### src/rtl/tbfe_pkg.sv
// shared types, constants and helpers of the tcp burst feature extractor
package tbfe_pkg;

    localparam int BURST_SLOTS  = 16;
    localparam int RECORD_LIMIT = 1024;

    localparam int SLOT_W = (BURST_SLOTS > 1) ? $clog2(BURST_SLOTS) : 1;
    localparam int REC_W  = $clog2(RECORD_LIMIT + 1);

    localparam logic [7:0]  PROTO_TCP    = 8'd6;
    localparam logic [19:0] USEC_MAX     = 20'd999999;
    localparam logic [20:0] USEC_PER_SEC = 21'd1000000;
    localparam logic [15:0] BURST_MAX    = 16'hFFFF;

    // round up to 600: floor((v + 599) / 600), with 600 = 8 * 75 and the
    // division by 75 done as a multiply by a rounded-up reciprocal
    localparam int          ROUND_UNIT  = 600;
    localparam int          ROUND_SHIFT = 3;
    localparam int          ROUND_Y_W   = 30;
    localparam int          RECIP_SHIFT = 37;
    localparam logic [30:0] RECIP_MULT  = 31'd1832519380;
    localparam int          ROUND_Q_W   = 23;

    localparam logic CMD_PACKET = 1'b0;
    localparam logic CMD_REPORT = 1'b1;

    localparam logic CFG_CLIENT_ADDR = 1'b0;
    localparam logic CFG_SERVER_ADDR = 1'b1;

    typedef struct packed {
        logic        cmd;
        logic [7:0]  protocol;
        logic [31:0] src_addr;
        logic [31:0] dst_addr;
        logic        syn_flag;
        logic [15:0] total_length;
        logic [31:0] stamp_sec;
        logic [19:0] stamp_usec;
    } in_item_t;

    typedef struct packed {
        logic [3:0]  burst_index;
        logic [31:0] burst_bytes_rounded;
        logic [15:0] burst_total;
        logic [31:0] client_bytes;
        logic [31:0] server_bytes;
        logic [31:0] span_sec;
        logic [19:0] span_usec;
        logic [10:0] packet_tally;
        logic        last;
    } out_item_t;

    typedef struct packed {
        logic              en;
        logic [SLOT_W-1:0] addr;
        logic [31:0]       data;
    } sum_wr_t;

    function automatic logic [31:0] sat_add32(input logic [31:0] a, input logic [31:0] b);
        logic [32:0] s;
        s = {1'b0, a} + {1'b0, b};
        return s[32] ? 32'hFFFF_FFFF : s[31:0];
    endfunction

endpackage

### src/rtl/tbfe_sum_ram.sv
// burst sum store: one write port, one registered read port, per-slot valid bits
module tbfe_sum_ram import tbfe_pkg::*; (
    input  logic              aclk,
    input  logic              aresetn,
    input  sum_wr_t           wr,
    input  logic [SLOT_W-1:0] rd_addr,
    output logic [31:0]       rd_data
);

    logic [31:0]            mem [BURST_SLOTS];
    logic [BURST_SLOTS-1:0] vld_reg;
    logic [31:0]            rd_data_reg;
    logic                   rd_vld_reg;

    always_ff @(posedge aclk) begin
        if (wr.en) begin
            mem[wr.addr] <= wr.data;
        end
        rd_data_reg <= mem[rd_addr];
    end

    // never-written slots read as zero
    always_ff @(posedge aclk) begin
        if (!aresetn) begin
            vld_reg    <= '0;
            rd_vld_reg <= 1'b0;
        end else begin
            if (wr.en) begin
                vld_reg[wr.addr] <= 1'b1;
            end
            rd_vld_reg <= vld_reg[rd_addr];
        end
    end

    assign rd_data = rd_vld_reg ? rd_data_reg : 32'd0;

endmodule

### src/rtl/tcp_burst_feature_extractor.sv
// top level: tcp connection filter, burst byte sums and report sequencer
//
// input channel s_valid/s_ready/s_data carries one item per handshake: either
// a parsed packet header (cmd = packet) or a report request (cmd = report).
// packets between the two configured endpoints update the time window; those
// without syn also update the direction and burst state, the per-direction
// byte totals and the packet tally. headers stream at one per cycle while no
// report run holds s_ready low. the burst slot update is a read-modify-write
// of the sum ram: read on acceptance, add and write back in the next cycle,
// with a forward path when the next packet hits the same slot.
// a report request produces BURST_SLOTS items on m_valid/m_ready/m_data, one
// per slot, last set on the final one. each item passes in order through the
// ram read, load, reciprocal multiply and multiply-and-saturate states, and
// the next slot starts only once the item is emitted; s_ready stays low for
// the whole run. a stalled receiver holds the result in the output register
// and the report sequencer waits; packets may be accepted again once the run
// is done.
// reset (aresetn, synchronous, active low) clears all counters, the window,
// the endpoint registers and the slot valid bits; no clearing pass is needed.
// cfg_we/cfg_index/cfg_wdata writes an endpoint address, meant while idle.
module tcp_burst_feature_extractor import tbfe_pkg::*; (
    input  logic        aclk,
    input  logic        aresetn,
    input  logic        cfg_we,
    input  logic        cfg_index,
    input  logic [31:0] cfg_wdata,
    input  logic        s_valid,
    output logic        s_ready,
    input  in_item_t    s_data,
    output logic        m_valid,
    input  logic        m_ready,
    output out_item_t   m_data
);

    typedef enum logic [2:0] {
        ST_IDLE,
        ST_READ,
        ST_LOAD,
        ST_DIV,
        ST_EMIT
    } state_t;

    // endpoint configuration
    logic [31:0] client_addr_reg;
    logic [31:0] server_addr_reg;

    // connection state
    logic [15:0]      burst_counter_reg;
    logic             cur_dir_reg;
    logic             dir_known_reg;
    logic             time_seen_reg;
    logic [31:0]      earliest_sec_reg;
    logic [19:0]      earliest_usec_reg;
    logic [31:0]      latest_sec_reg;
    logic [19:0]      latest_usec_reg;
    logic [31:0]      client_total_reg;
    logic [31:0]      server_total_reg;
    logic [REC_W-1:0] record_counter_reg;

    // slot update pipeline and forward path
    logic              p1_valid_reg;
    logic [SLOT_W-1:0] p1_addr_reg;
    logic [15:0]       p1_len_reg;
    logic              fwd_valid_reg;
    logic [SLOT_W-1:0] fwd_addr_reg;
    logic [31:0]       fwd_data_reg;

    // report sequencer
    state_t               state_reg;
    logic [SLOT_W-1:0]    rpt_idx_reg;
    logic [ROUND_Y_W-1:0] round_y_reg;
    logic [ROUND_Q_W-1:0] round_q_reg;
    logic [31:0]          span_sec_reg;
    logic [19:0]          span_usec_reg;
    logic                 m_valid_reg;
    out_item_t            m_data_reg;

    logic              in_acc;
    logic              rpt_acc;
    logic              kept;
    logic              byte_pkt;
    logic              src_cli;
    logic              src_srv;
    logic              dst_ok;
    logic              pkt_dir;
    logic [19:0]       usec_clamped;
    logic              is_earlier;
    logic              is_later;
    logic [15:0]       burst_counter_next;
    logic              slot_hit;
    logic [SLOT_W-1:0] slot_addr;
    logic [31:0]       ram_rd_data;
    logic [SLOT_W-1:0] ram_rd_addr;
    logic [31:0]       slot_operand;
    sum_wr_t           ram_wr;
    logic              span_borrow;
    logic [20:0]       span_usec_wide;
    logic [32:0]       round_x;
    logic [60:0]       round_prod;
    logic [32:0]       rounded_wide;
    logic [31:0]       rounded_sat;
    logic              out_free;

    assign s_ready = (state_reg == ST_IDLE);
    assign m_valid = m_valid_reg;
    assign m_data  = m_data_reg;

    assign in_acc  = s_valid && s_ready;
    assign rpt_acc = in_acc && (s_data.cmd == CMD_REPORT);

    // connection filter: both ends must be one of the two endpoints
    assign src_cli = (s_data.src_addr == client_addr_reg);
    assign src_srv = (s_data.src_addr == server_addr_reg);
    assign dst_ok  = (s_data.dst_addr == client_addr_reg) ||
                     (s_data.dst_addr == server_addr_reg);
    assign kept    = in_acc && (s_data.cmd == CMD_PACKET) &&
                     (s_data.protocol == PROTO_TCP) && (src_cli || src_srv) && dst_ok;
    assign byte_pkt = kept && !s_data.syn_flag;
    assign pkt_dir  = !src_cli;

    assign usec_clamped = (s_data.stamp_usec > USEC_MAX) ? USEC_MAX : s_data.stamp_usec;
    assign is_earlier = (s_data.stamp_sec < earliest_sec_reg) ||
                        ((s_data.stamp_sec == earliest_sec_reg) &&
                         (usec_clamped < earliest_usec_reg));
    assign is_later   = (latest_sec_reg < s_data.stamp_sec) ||
                        ((latest_sec_reg == s_data.stamp_sec) &&
                         (latest_usec_reg < usec_clamped));

    // a direction change opens a new burst, counter saturates
    always_comb begin
        burst_counter_next = burst_counter_reg;
        if (dir_known_reg && (pkt_dir != cur_dir_reg) && (burst_counter_reg != BURST_MAX)) begin
            burst_counter_next = burst_counter_reg + 16'd1;
        end
    end

    assign slot_hit  = (burst_counter_next < 16'(BURST_SLOTS));
    assign slot_addr = burst_counter_next[SLOT_W-1:0];

    assign ram_rd_addr = (state_reg == ST_READ) ? rpt_idx_reg : slot_addr;

    // read data is stale when the previous cycle wrote the same slot
    assign slot_operand = (fwd_valid_reg && (fwd_addr_reg == p1_addr_reg)) ?
                          fwd_data_reg : ram_rd_data;

    assign ram_wr.en   = p1_valid_reg;
    assign ram_wr.addr = p1_addr_reg;
    assign ram_wr.data = sat_add32(slot_operand, {16'd0, p1_len_reg});

    tbfe_sum_ram u_sum_ram (
        .aclk    (aclk),
        .aresetn (aresetn),
        .wr      (ram_wr),
        .rd_addr (ram_rd_addr),
        .rd_data (ram_rd_data)
    );

    // span of the time window, one second borrowed when usec wraps
    assign span_borrow    = (latest_usec_reg < earliest_usec_reg);
    assign span_usec_wide = span_borrow ?
                            ({1'b0, latest_usec_reg} + USEC_PER_SEC - {1'b0, earliest_usec_reg}) :
                            ({1'b0, latest_usec_reg} - {1'b0, earliest_usec_reg});

    // rounding datapath, one step in each of the load, div and emit states
    assign round_x      = {1'b0, ram_rd_data} + 33'(ROUND_UNIT - 1);
    assign round_prod   = 61'(round_y_reg) * 61'(RECIP_MULT);
    assign rounded_wide = 33'(round_q_reg) * 33'(ROUND_UNIT);
    assign rounded_sat  = rounded_wide[32] ? 32'hFFFF_FFFF : rounded_wide[31:0];

    assign out_free = !m_valid_reg || m_ready;

    // configuration
    always_ff @(posedge aclk) begin
        if (!aresetn) begin
            client_addr_reg <= '0;
            server_addr_reg <= '0;
        end else if (cfg_we) begin
            unique case (cfg_index)
                CFG_CLIENT_ADDR: client_addr_reg <= cfg_wdata;
                CFG_SERVER_ADDR: server_addr_reg <= cfg_wdata;
                default: ;
            endcase
        end
    end

    // per-packet state: time window, direction, totals, tally
    always_ff @(posedge aclk) begin
        if (!aresetn) begin
            burst_counter_reg  <= '0;
            cur_dir_reg        <= 1'b0;
            dir_known_reg      <= 1'b0;
            time_seen_reg      <= 1'b0;
            earliest_sec_reg   <= '0;
            earliest_usec_reg  <= '0;
            latest_sec_reg     <= '0;
            latest_usec_reg    <= '0;
            client_total_reg   <= '0;
            server_total_reg   <= '0;
            record_counter_reg <= '0;
        end else begin
            if (kept) begin
                time_seen_reg <= 1'b1;
                if (!time_seen_reg || is_earlier) begin
                    earliest_sec_reg  <= s_data.stamp_sec;
                    earliest_usec_reg <= usec_clamped;
                end
                if (!time_seen_reg || is_later) begin
                    latest_sec_reg  <= s_data.stamp_sec;
                    latest_usec_reg <= usec_clamped;
                end
            end
            if (byte_pkt) begin
                dir_known_reg     <= 1'b1;
                cur_dir_reg       <= pkt_dir;
                burst_counter_reg <= burst_counter_next;
                if (!pkt_dir) begin
                    client_total_reg <= sat_add32(client_total_reg, {16'd0, s_data.total_length});
                end else begin
                    server_total_reg <= sat_add32(server_total_reg, {16'd0, s_data.total_length});
                end
                if (record_counter_reg < REC_W'(RECORD_LIMIT)) begin
                    record_counter_reg <= record_counter_reg + REC_W'(1);
                end
            end
        end
    end

    // slot read-modify-write pipeline
    always_ff @(posedge aclk) begin
        if (!aresetn) begin
            p1_valid_reg  <= 1'b0;
            fwd_valid_reg <= 1'b0;
        end else begin
            p1_valid_reg  <= byte_pkt && slot_hit;
            fwd_valid_reg <= p1_valid_reg;
        end
        p1_addr_reg  <= slot_addr;
        p1_len_reg   <= s_data.total_length;
        fwd_addr_reg <= p1_addr_reg;
        fwd_data_reg <= ram_wr.data;
    end

    // report sequencer with its output register
    always_ff @(posedge aclk) begin
        if (!aresetn) begin
            state_reg   <= ST_IDLE;
            rpt_idx_reg <= '0;
            m_valid_reg <= 1'b0;
        end else begin
            // while emitting, the emit branch alone drives the valid flag
            if (m_valid_reg && m_ready && (state_reg != ST_EMIT)) begin
                m_valid_reg <= 1'b0;
            end
            unique case (state_reg)
                ST_IDLE: begin
                    rpt_idx_reg <= '0;
                    if (rpt_acc) begin
                        state_reg <= ST_READ;
                    end
                end
                ST_READ: begin
                    state_reg <= ST_LOAD;
                end
                ST_LOAD: begin
                    round_y_reg <= ROUND_Y_W'(round_x >> ROUND_SHIFT);
                    if (time_seen_reg) begin
                        span_sec_reg  <= latest_sec_reg - earliest_sec_reg -
                                         {31'd0, span_borrow};
                        span_usec_reg <= span_usec_wide[19:0];
                    end else begin
                        span_sec_reg  <= '0;
                        span_usec_reg <= '0;
                    end
                    state_reg <= ST_DIV;
                end
                ST_DIV: begin
                    round_q_reg <= ROUND_Q_W'(round_prod >> RECIP_SHIFT);
                    state_reg   <= ST_EMIT;
                end
                ST_EMIT: begin
                    if (out_free) begin
                        m_valid_reg                    <= 1'b1;
                        m_data_reg.burst_index         <= 4'(rpt_idx_reg);
                        m_data_reg.burst_bytes_rounded <= rounded_sat;
                        m_data_reg.burst_total         <= burst_counter_reg;
                        m_data_reg.client_bytes        <= client_total_reg;
                        m_data_reg.server_bytes        <= server_total_reg;
                        m_data_reg.span_sec            <= span_sec_reg;
                        m_data_reg.span_usec           <= span_usec_reg;
                        m_data_reg.packet_tally        <= 11'(record_counter_reg);
                        m_data_reg.last                <= (rpt_idx_reg == SLOT_W'(BURST_SLOTS - 1));
                        if (rpt_idx_reg == SLOT_W'(BURST_SLOTS - 1)) begin
                            state_reg <= ST_IDLE;
                        end else begin
                            rpt_idx_reg <= rpt_idx_reg + SLOT_W'(1);
                            state_reg   <= ST_READ;
                        end
                    end
                end
                default: state_reg <= ST_IDLE;
            endcase
        end
    end

endmodule
### config.mk
export PLATFORM = sky130hd
export DESIGN_NAME = tcp_burst_feature_extractor
export DESIGN_NICKNAME = d
export VERILOG_FILES = /design/src/rtl/tbfe_pkg.sv /design/src/rtl/tbfe_sum_ram.sv /design/src/rtl/tcp_burst_feature_extractor.sv
export SDC_FILE = /design/constraint.sdc
export NUM_CORES = 2
export LEC_CHECK = 0
export ABC_AREA = 1
export BUFFER_PORTS_ARGS = -buffer_cell sky130_fd_sc_hd__clkbuf_2
export CAP_MARGIN = 0
export CORE_ASPECT_RATIO = 0.6
export CORE_MARGIN = 5
export CORE_UTILIZATION = 61
export CTS_BUF_LIST = sky130_fd_sc_hd__clkbuf_4 sky130_fd_sc_hd__clkbuf_8
export DETAILED_ROUTE_END_ITERATION = 10
export GPL_TIMING_DRIVEN = 0
export PLACE_DENSITY = 0.83
export SYNTH_ARGS = -nofsm -noshare
export SYNTH_HDL_FRONTEND = slang
export SYNTH_HIERARCHICAL = 1
export SYNTH_SLANG_ARGS = --single-unit
### constraint.sdc
create_clock -name aclk -period 33.8 [get_ports aclk]
set_clock_uncertainty 0.15 [all_clocks]
set_input_delay 0 -clock aclk [delete_from_list [all_inputs] [get_ports aclk]]
set_output_delay 0 -clock aclk [all_outputs]
set_load 0.02 [all_outputs]
Yosys cells after proc, flatten, opt, wreduce, memory -nomap -nowiden
Memories as Yosys holds them, arrays and structs flattened. A register that Yosys moved wholly into a read port is not among the register bits.
Index checks and enable logic that the tools add are counted.
{ "word_totals": {"memories": 1, "input_bits": 180, "regBits": 630, "mem_bits_rw": 512} }
{ "memory_table": {"columns": ["name", "words", "word_bits", "rd", "rd_ports_with_merged_regs", "write_ports", "line", "source"], "rows": [
  ["u_sum_ram.mem", 16, 32, 1, 1, 1, "tbfe_sum_ram.sv:10", "logic [31:0] mem [BURST_SLOTS];"]
]} }
{ "op_classes": {"n_mul": 2, "n_lt_le_gt_ge": 11, "n_mux": 26, "n_eq_ne": 19, "add_sub_neg": 12, "reduce_logical": 41, "bitwise_logic": 4} }
{ "op_table": {"columns": ["operator", "n"], "rows": [
  ["32-bit == test", 6],
  ["32-bit 2-to-1 mux", 5],
  ["32-bit by 16-bit adder with 33-bit output", 3],
  ["32-bit < comparator", 2],
  ["20-bit < comparator", 3],
  ["30-bit by 29-bit multiplier with 58-bit output (second input constant)", 1],
  ["20-bit 2-to-1 mux", 2],
  ["20-bit subtractor", 2],
  ["32-bit by 10-bit adder with 33-bit output (second input constant)", 1],
  ["32-bit by 1-bit subtractor with 32-bit output", 1],
  ["32-bit subtractor", 1],
  ["23-bit by 7-bit multiplier with 30-bit output (second input constant)", 1],
  ["20-bit adder (second input constant)", 1],
  ["20-bit > comparator (second input constant)", 1],
  ["2-bit AND reduction", 10],
  ["16-bit by 1-bit adder with 16-bit output (second input constant)", 1],
  ["1-bit logical AND", 16],
  ["16-bit by 5-bit < comparator with 1-bit output (second input constant)", 1],
  ["16-bit 2-to-1 mux", 1],
  ["16-bit inequality test (second input constant)", 1],
  ["16-bit bitwise OR", 1],
  ["3-bit one-hot mux with 5 select lines", 1],
  ["4-bit 2-to-1 mux", 3],
  ["11-bit by 1-bit adder with 11-bit output (second input constant)", 1],
  ["25 further kinds", 49]
]} }

Logic depth before layout (Yosys ltp)
{ "depth": {"ltp_word": 9, "ltp_mapped": 29, "depth_no_buf": 28} }

Cells and area by module
The synthesis kept the hierarchy.
{ "modules_own_cells": {"columns": ["module", "instances", "cells_per_inst", "area_per_inst_um2"], "rows": [
  ["tcp_burst_feature_extractor", 1, 6576, 54195.7],
  ["tbfe_sum_ram", 1, 1717, 21883.5]
]} }

Worst setup path before layout
No wires, ideal clock.
{ "synth_path": {"path_kind": "register to register", "start": "register state_reg[2]", "end": "register m_data_reg (netlist bit m_data[0]), enable pin", "path_slack_ns": 15.097, "path_stages_with_launch": 3, "t_arrival_ns": 17.401, "cell_sequence": "dfxtp_1 > inv_1 > nor4_1"} }
{ "synth_between": {"elab_chain_len": 2} }
{ "synth_rtl": {"columns": ["element", "line", "source"], "rows": [
  ["from (decl)", "tcp_burst_feature_extractor.sv:69", "state_t state_reg;"],
  ["from (signal assigned)", "tcp_burst_feature_extractor.sv:246", "state_reg <= ST_IDLE;"],
  ["from (signal assigned)", "tcp_burst_feature_extractor.sv:258", "state_reg <= ST_READ;"],
  ["from (signal assigned)", "tcp_burst_feature_extractor.sv:262", "state_reg <= ST_LOAD;"],
  ["3-bit == test", "tcp_burst_feature_extractor.sv:254", "unique case (state_reg)"],
  ["3-bit AND reduction (no line)", null, null],
  ["to (decl)", "tcp_burst_feature_extractor.sv:76", "out_item_t m_data_reg;"]
]} }
No other way between the ends.
A chain may end at the register's enable or synchronous reset.

Worst setup path in the final report
{ "layout_path": {"start": "register round_y_reg[11]", "end": "register round_q_reg[18] (data pin)"} }
{ "layout_between": {"elab_chain_len": 1} }
{ "layout_rtl": {"columns": ["element", "line", "source"], "rows": [
  ["from (decl)", "tcp_burst_feature_extractor.sv:71", "logic [ROUND_Y_W-1:0] round_y_reg;"],
  ["from (signal assigned)", "tcp_burst_feature_extractor.sv:265", "round_y_reg <= ROUND_Y_W'(round_x >> ROUND_SHIFT);"],
  ["30-bit by 29-bit multiplier with 58-bit output", "tcp_burst_feature_extractor.sv:166", "assign round_prod = 61'(round_y_reg) * 61'(RECIP_MULT);"],
  ["net round_prod[55]", "tcp_burst_feature_extractor.sv:99", "logic [60:0] round_prod;"],
  ["to (signal assigned)", "tcp_burst_feature_extractor.sv:277", "round_q_reg <= ROUND_Q_W'(round_prod >> RECIP_SHIFT);"],
  ["to (decl)", "tcp_burst_feature_extractor.sv:72", "logic [ROUND_Q_W-1:0] round_q_reg;"]
]} }
The timed path passes the listed nets, and every way through them passes these cells.

==> flow_summary_export.csv <==
group,metric,value,unit
pwr,clockPowerShare,12.5,%
place,hpwl,199000,um
global_route,grt_max_degree,33,
pwr,fin_total_pwr,9590,uW
yosys,synth_top_cell_area_share,31.4,%
floorplan,coreArea,124000,sq um
detailed_routing,wire_per_inst,23.4,um
sta,max_freq,0.123,GHz
setup_path,crit_path_end_kind,"register",
detailed_routing,ant_nets,0,
global_route,grt_overflow_total,0,
setup_path,cp_common_cell,"fa_1",
detailed_routing,drt-pass1-iter-count,10,
clock_tree,cts_buffers,169,
floorplan,dieWidth,466,um
floorplan,io_pins,362,
global_route,grt_pass1_vias,62655,
setup_path,worstPathArrival,8700,ps
detailed_routing,drc,0,
yosys,yosysSeqAreaShare,41.3,%
flow_run,maxCapViolCount,0,
yosys,netlist_area,76100,sq um
finish,drive_gt1_share,9.85,%
detailed_routing,viasPerCell,6.00,
place,place_congestion,1.03,
pwr,seqPwrFrac,18.4,%
pwr,power.static_leakage,0.0380,uW
global_route,grt_pass1_wl,381000,um
setup_path,crit_family,"adder cells",
clock_tree,htree_num_levels,4,
clock_tree,cts_setup_buffers,0,
yosys,syn_avg_cell_area,9.17,sq um
setup_path,worst_ep_required_time,34360,ps
sta,rsz0062_at_grt,"false",
sta,slew_violations,0,
floorplan,die_area,132000,sq um
yosys,syn_nets,9558,
clock_tree,holdBufCountCts,239,
setup_path,startpoint_type,"register",
global_route,grt_use_total,37.9,%
global_route,antenna_found_initial,18,
clock_tree,cts_resized,0,
sta,setup_tns,0,ps
yosys,synth-async-reset-ratio,0,%
sta,hold_viol_final,0,
detailed_routing,vias,65678,
sta,post-route-period-util,24.1,%
place,io_buffers,361,
setup_path,critPathKind,"reg2reg",
setup_path,crit_fanout,8,
floorplan,initial_core_util,61.4,%
yosys,synth_cell_types,65,
min_path,worst_hold_path_type,"in2reg",
setup_path,critPathSlowestCell,"edfxtp_1",
detailed_routing,routed_wl,257000,um
yosys,yosysTopAreaCell,"edfxtp_1",
pwr,max-vdd-ir-drop,0.425,mV
sta,maxSlewHeadroom,5.50,%
yosys,netlist_instances,8293,
finish,utilization,69.8,%
clock_tree,cts_root_buf,"clkbuf_8",
floorplan,row_count,100,
clock_tree,clkTransAtPathRegs,70,ps
sta,post-route-min-period,8140,ps
yosys,synth_area_leaders,"edfxtp_1 (31%), ha_1 (11%), fa_1 (10%), dfxtp_1 (9.9%), inv_1 (6.8%)",
setup_path,path_cells,"inv_1 -> fa_1 -> fa_1 -> fa_1 -> inv_1 -> fa_1 -> fa_1 -> fa_1 -> fa_1 -> inv_1 -> fa_1 -> inv_1 -> ha_1 -> a21oi_1 -> inv_1 -> a31oi_1 -> o21ai_0 -> a21oi_1 -> nand3_1 -> a21oi_1 -> o21bai_1 -> xor2_1",
clock_tree,clock_latency,930,ps
pwr,p_sw,5130,uW
yosys,synth-edff-count,795,
place,dp_slack,25860,ps
pwr,pwr-share-comb,69.1,%
sta,setup_violations,0,
setup_path,crit_buf_inv,5,
clock_tree,tritoncts,"yes",
pwr,switching_share,53.5,%
pwr,p_int,4460,uW
detailed_routing,drt_iter0_markers,9740,
yosys,yosys.cell_count.top_type,"inv_1",
floorplan,chipHeight,284,um
sta,setup_ws,25660,ps
finish,nets,10368,
finish,largest_reg_flops,512,
finish,area_growth,13.7,%
yosys,synth_flop_cell,"edfxtp_1",
setup_path,max_stage_delay,920,ps
yosys,ys_ff_latch,1172,
clock_tree,cts_buffer_depth,3,
run_status,status,"finished, final reports clean",
sta,worst_pin_slew,1420,ps
clock_tree,cts_sinks,1172,
yosys,yosysWarnings,6,
yosys,netlist_top_cells_count,"inv_1 (1383), nand2_1 (1063), nor2_1 (892)",
pwr,p_per_area,111,nW/um^2
==> power by group through the flow <==
stage,Clock [uW],Sequential [uW],Combinational [uW]
floorplan,0,1780,4170
global placement,0,1800,6090
detailed placement,0,1790,6230
CTS,1200,1760,6300
global route,1270,1770,7230
finish,1200,1760,6620
==> metrics by stage <==
stage | hold WS (ps) | instance area [sq um] | instances
floorplan | -122 | 76100 | 8293
CTS | 3.68 | 86500 | 10930
global route | 75.1 | 86500 | 10939
finish | 49.6 | 86500 | 10946
global placement | 63.2 | 80000 | 10337
detailed placement | 53.0 | 80600 | 10376
==> cells in the final DEF (no fill, tap or decap), drive strengths merged, types with 239 or more instances in the layout <==
master          n
nor2          901
ha            696
inv          1410
fa            389
o21ai         581
nand3         410
clkbuf        714
dlygate4sd3   239
nand2        1070
dfxtp         377
edfxtp        795
a21oi         573
==> per-layer routing <==
layer	vias up	wire, um	track usage [%]
li1	29176	-	-
met1	30979	107000	57.3
met2	4931	95500	48.2
met3	580	46200	16.9
met4	12	8260	11.7
met5	-	91	0.216
==> kinds of logic (layout without fill, tap and decap cells) <==
family / Yosys count / count (layout) / synth area share (%)
fa+ha+maj: 1085 / 1085 / 21.7
compound gates: 1457 / 1457 / 10.6
buf+inv: 1651 / 2605 / 8.56
simple gates: 2680 / 2680 / 14.9
xor+xnor: 248 / 248 / 2.88
flops: 1172 / 1172 / 41.3
other cells: 0 / 16 / 0
==> final timing paths <==
check                                 startpoint                          endpoint  slack, ps  cells after the start
setup reg to reg       round_y_reg[11]$_DFFE_PP_         round_q_reg[18]$_DFFE_PP_      25660                     22
setup / recovery       round_y_reg[11]$_DFFE_PP_         round_q_reg[18]$_DFFE_PP_      25660                     22
hold / removal                        s_data[52]  server_total_reg[0]$_SDFFE_PN0P_         50                      5
hold reg to reg   span_sec_reg[13]$_SDFFCE_PN0P_              m_data[45]$_DFFE_PP_        270                      0
==> area by class of cell <==
class / instances / area [sq um]
Sequential cell: 1172 / 31400
Inverter: 1399 / 5250
Tap cell: 1683 / 2110
Clock buffer: 232 / 2870
Fill cell: 9263 / 37500
Clock inverter: 83 / 634
Timing Repair Buffer: 639 / 4690
Antenna cell: 16 / 40.0
Multi-Input combinational cell: 5470 / 38200
Buffer: 252 / 1260
==> tightest hold or removal path, cell delays in order <==
cell and delay, ps:
dlygate4sd3_1 550, clkbuf_2 220, ha_1 170, nor2_1 50
nor2_1 70
(Power assumes the default switching activity.)
